**src/design/cch_pkg.sv**
```systemverilog
// Package for the combination count hash table: request and result types,
// field widths, hash constants and the single hash step function.
// Depends on nothing; the core and the hash unit import it, the RAM does not.
package cch_pkg;

  localparam int KEY_W           = 32;
  localparam int NUM_KEY_FIELDS  = 8;
  localparam int INCR_W          = 32;
  localparam int ID_W            = 11;
  localparam int COUNT_W         = 64;
  localparam int SEED_W          = 64;
  localparam int LEN_CFG_W       = 4;
  localparam int DEF_MAX_KEY_LEN = 8;
  localparam int DEF_TABLE_DEPTH = 1024;

  localparam logic [KEY_W-1:0] HASH_GOLDEN = 32'h9e3779b9;
  localparam int               HASH_SHL    = 6;
  localparam int               HASH_SHR    = 2;

  // One request: up to eight key components and the count increment.
  typedef struct packed {
    logic signed [KEY_W-1:0] key_0;
    logic signed [KEY_W-1:0] key_1;
    logic signed [KEY_W-1:0] key_2;
    logic signed [KEY_W-1:0] key_3;
    logic signed [KEY_W-1:0] key_4;
    logic signed [KEY_W-1:0] key_5;
    logic signed [KEY_W-1:0] key_6;
    logic signed [KEY_W-1:0] key_7;
    logic [INCR_W-1:0]       increment;
  } request_t;

  // One result: the entry id and the full flag.
  typedef struct packed {
    logic [ID_W-1:0] entry_id;
    logic            table_full;
  } result_t;

  // Status handed from the hash unit to the sequencer.
  typedef struct packed {
    logic              done;
    logic [SEED_W-1:0] seed;
  } hash_out_t;

  // One round of the seed mixing: seed ^= term + (seed << 6) + (seed >> 2).
  function automatic logic [SEED_W-1:0] hash_step(input logic [SEED_W-1:0] seed,
                                                  input logic [KEY_W-1:0]  comp);
    logic [KEY_W-1:0]  term32;
    logic [SEED_W-1:0] term;
    term32 = comp + HASH_GOLDEN;
    term   = {{(SEED_W-KEY_W){1'b0}}, term32};
    return seed ^ (term + (seed << HASH_SHL) + (seed >> HASH_SHR));
  endfunction

endpackage

```
**src/design/cch_hash.sv**
```systemverilog
// Iterative key hash: one shared mixing step applied to one key component
// per cycle. Depends on cch_pkg.
module cch_hash #(
  parameter int MAX_KEY_LEN = cch_pkg::DEF_MAX_KEY_LEN
) (
  input  logic                                      clk,
  input  logic                                      rst,
  input  logic                                      start,
  input  logic [$clog2(MAX_KEY_LEN+1)-1:0]          len,
  input  logic [MAX_KEY_LEN-1:0][cch_pkg::KEY_W-1:0] key,
  output cch_pkg::hash_out_t                        status
);

  import cch_pkg::*;

  localparam int LEN_W  = $clog2(MAX_KEY_LEN+1);
  localparam int KIDX_W = (MAX_KEY_LEN > 1) ? $clog2(MAX_KEY_LEN) : 1;

  logic              run;
  logic [KIDX_W-1:0] cnt;
  logic [SEED_W-1:0] seed;
  logic              done;
  logic              last;

  assign last          = (LEN_W'(cnt) == (len - LEN_W'(1)));
  assign status.done   = done;
  assign status.seed   = seed;

  // Sequencer for the component loop; the seed register holds the running hash.
  always_ff @(posedge clk) begin
    if (rst) begin
      run  <= 1'b0;
      done <= 1'b0;
      cnt  <= '0;
    end else begin
      done <= run && !start && last;
      if (start) begin
        run  <= 1'b1;
        cnt  <= '0;
        seed <= '0;
      end else if (run) begin
        seed <= hash_step(seed, key[cnt]);
        if (last) begin
          run <= 1'b0;
        end else begin
          cnt <= cnt + KIDX_W'(1);
        end
      end
    end
  end

endmodule
```
**config.mk**
```make
export PLATFORM = sky130hd
export DESIGN_NAME = cch_hash
export DESIGN_NICKNAME = d
export VERILOG_FILES = /design/src/design/cch_pkg.sv /design/src/design/cch_hash.sv
export SDC_FILE = /design/constraint.sdc
export NUM_CORES = 1
export LEC_CHECK = 0
export ABC_AREA = 1
export BUFFER_PORTS_ARGS = -buffer_cell sky130_fd_sc_hd__buf_4
export CORE_ASPECT_RATIO = 1.25
export CORE_MARGIN = 10
export CORE_UTILIZATION = 56
export DETAILED_ROUTE_END_ITERATION = 16
export PLACE_DENSITY_LB_ADDON = 0.12
export SKIP_CTS_REPAIR_TIMING = 1
export SYNTH_ARGS = -nofsm -noshare
export SYNTH_HDL_FRONTEND = slang
export SYNTH_SLANG_ARGS = --single-unit
```
**constraint.sdc**
```tcl
create_clock -name clk -period 4.9 [get_ports clk]
set_input_delay 0.49 -clock clk [delete_from_list [all_inputs] [get_ports clk]]
set_output_delay 0.49 -clock clk [all_outputs]
set_load 0.1 [all_outputs]
```
==> results.ini <==
[grt]
grt_pass1_vias=15700
grt_use_total=0.363
antenna_found_initial=5
grt_max_degree=65
grt_pass1_wl_mm=85.3
overflow=0

[yosys]
ys.flop_type=edfxtp_1
synth_area_sq_um=13200
syn-instance-count=2302
synthesis.nets=2693
syn_avg_cell_area_sq_um=5.74
ys_types=46
ys_async_sr_fraction=0
yosysSeqAreaShare=0.153
ys_ff_latch=69
yosys_warnings=0
synth_edf_count=64

[drt]
met2_length_mm=27.0
ant_nets=0
wl_per_cell_microns=19.8
firstDrtPassIters=6
wl_met1_mm=20.5
avgViaCountPerCell=5.66
wirelength_mm=57.9
drt-initial-drc-count=1501
top_layer_used=met4
via_count=16500
dr_wl_met3_mm=5.94
drc=0

[final_layout]
fin_nets=3016
seqCellArea_sq_um=2030
drive_gt1_frac=0.183
fin_area_sq_um=16600
multi_input_area_sq_um=9760
fin_cells=2923
nFillCells=2055
area_growth_pct=25.9

[timing]
rsz0062_at_grt=true
setup_viol=0
period_needed_ps=4740
worst_slew_pin_slew_ps=971
skew_ps=8.79
drv_slew=0
hold_violations=0
relSlewSlack=0.353
min_period_over_period=0.968
fmax_mhz=211
worst_slack_ps=157
hold_slack_ps=316

[power]
cellLeakagePower_uw=0.00884
vdd_drop_max_mv=0.878
finalPower_uw=13600
power.density_nw_per_um2=818

[hold_path]
hold_path_class=in -> reg

[setup_path]
crit_top_cell=nand2_1
crit_family=simple AND/OR/NAND/NOR gates
reg2regPathDepth=29
critPathKind=reg -> reg
worstSetupPathDepth=29
cp_slowest_cell=fa_1
crit_path_max_incr_delay_ps=460
cp.arrival_ps=4870
r2r_end=seed[47]
setup.worst_path.start_class=flip-flop
crit_path_end=seed[47]
worst-path-buf-inv=3
crit_path_end_kind=flip-flop
path_max_fanout=20
crit_start=cnt[0]
cp.required_ps=5020
rr_startpoint=cnt[0]
timing.reg2reg.setup_slack_ps=160

[floorplanning]
core_area_sq_um=23100
dieWidth_microns=157
die_h_microns=192
io_pins=328
rows=62
initial_core_util=0.572
dieArea_sq_um=30200

[place]
place_area_sq_um=16000
dp_slack_ps=-67.3
gp_congestion=1.08
dpl.hpwl_mm=47.9
io_buffers=327
dp_cells=2899

[clocking]
clockRootBuffer=clkbuf_16
clock-sinks=69
cts_inserted_buffers=9
clockBufferDepth=2
cts_tree=built
clkTransAtPathRegs_ps=60
clk_latency_ps=360
htreeDepth=3

[flow_run]
maxCapViolations=0

[run_status]
outcome=complete, no violations

[stage by stage]
step,TNS [ps],util
floorplan,0,-
CTS,-151,0.705
detailed placement,-109,0.692
finish,0,0.720
global placement,0,0.692
global route,-611,0.720
[power by group]
| part | switching (uW) | internal (uW) | total, uW | leakage, uW |
|---|---|---|---|---|
| Combinational | 7700 | 3600 | 11300 | 0.00804 |
| Clock | 293 | 393 | 686 | 0.000138 |
| Sequential | 525 | 1090 | 1620 | 0.000668 |
| Total | 8520 | 5090 | 13600 | 0.00884 |
[placed cells by master (no fill, tap or decap), types with 9 or more instances in the layout]
cell,n
inv_1,321
o21bai_1,11
clkbuf_16,10
fa_1,27
nand3_1,164
xor2_1,50
buf_4,360
nor2_1,279
nor3_1,14
o21ai_0,90
nand2_2,25
nand2_1,803
xnor2_1,30
o21a_1,9
a21oi_1,126
o21ai_1,13
nor2_2,22
a21o_1,13
ha_1,93
edfxtp_1,64
[flip-flops by register name (all words and copies together), names as in the netlist]
signal and cells:
cnt 3, seed 64, run 1, done 1
[final cells by class]
class / count / share of cell area
clock inverter: 6 / 0.00383
sequential: 69 / 0.122
clock buffer: 10 / 0.0138
antenna: 5 / 0.000752
timing repair buffer: 372 / 0.175
tap: 288 / 0.0217
inverter: 335 / 0.0762
multi-input combinational: 1838 / 0.586
[cells by family (layout without fill, tap and decap cells)]
kind of cell | Yosys count | count (layout) | share of synthesized area
compound gates | 290 | 290 | 0.120
fa+ha+maj | 128 | 128 | 0.136
other cells | 0 | 5 | 0
simple gates | 1337 | 1337 | 0.408
flops | 69 | 69 | 0.153
buf+inv | 395 | 723 | 0.127
xor+xnor | 83 | 83 | 0.0550
[worst register-to-register path: cells and delay by family, from the launching register on]
| kind | cells | cell delay [ps] |
|---|---|---|
| xor gates and xnor gates | 1 | 250 |
| adders and majority gates | 2 | 840 |
| buffers and inverters | 3 | 400 |
| DFF | 1 | 380 |
| and+or+nand+nor | 23 | 2630 |
[worst min-delay path by stage]
stage,from,to,slack [ps],cells after the start
after floorplan,run,done,440,2
after global placement,run,done,510,2
after detailed placement,run,done,520,2
after CTS,rst,run,310,2
after global routing,rst,run,330,2
final,rst,run,320,2
[metal layers]
| layer | vias up | track usage |
|---|---|---|
| met2 | 1012 | 0.612 |
| met4 | 0 | 0.263 |
| met3 | 231 | 0.0817 |
| met1 | 7397 | 0.392 |
| met5 | - | 0 |
| li1 | 7895 | - |
[synth_stat cells (all sizes together), types with 4 or more instances]
cell,instances,area [sq um]
clkinv,4,15.0
clkbuf,10,37.5
o21bai,11,82.6
nand2,830,3160
a21o,13,97.6
buf,50,388
a21boi,6,45.0
inv,331,1240
nor4,5,31.3
a31oi,6,37.5
dfxtp,5,100
nor3,14,70.1
nand3,167,841
fa,27,541
edfxtp,64,1920
ha,101,1260
o21ai,110,569
o21a,9,67.6
nand4,8,50.1
xnor2,30,263
a21oi,131,656
xor2,53,464
nor2,303,1170
Power figures use the tool's default switching activity.
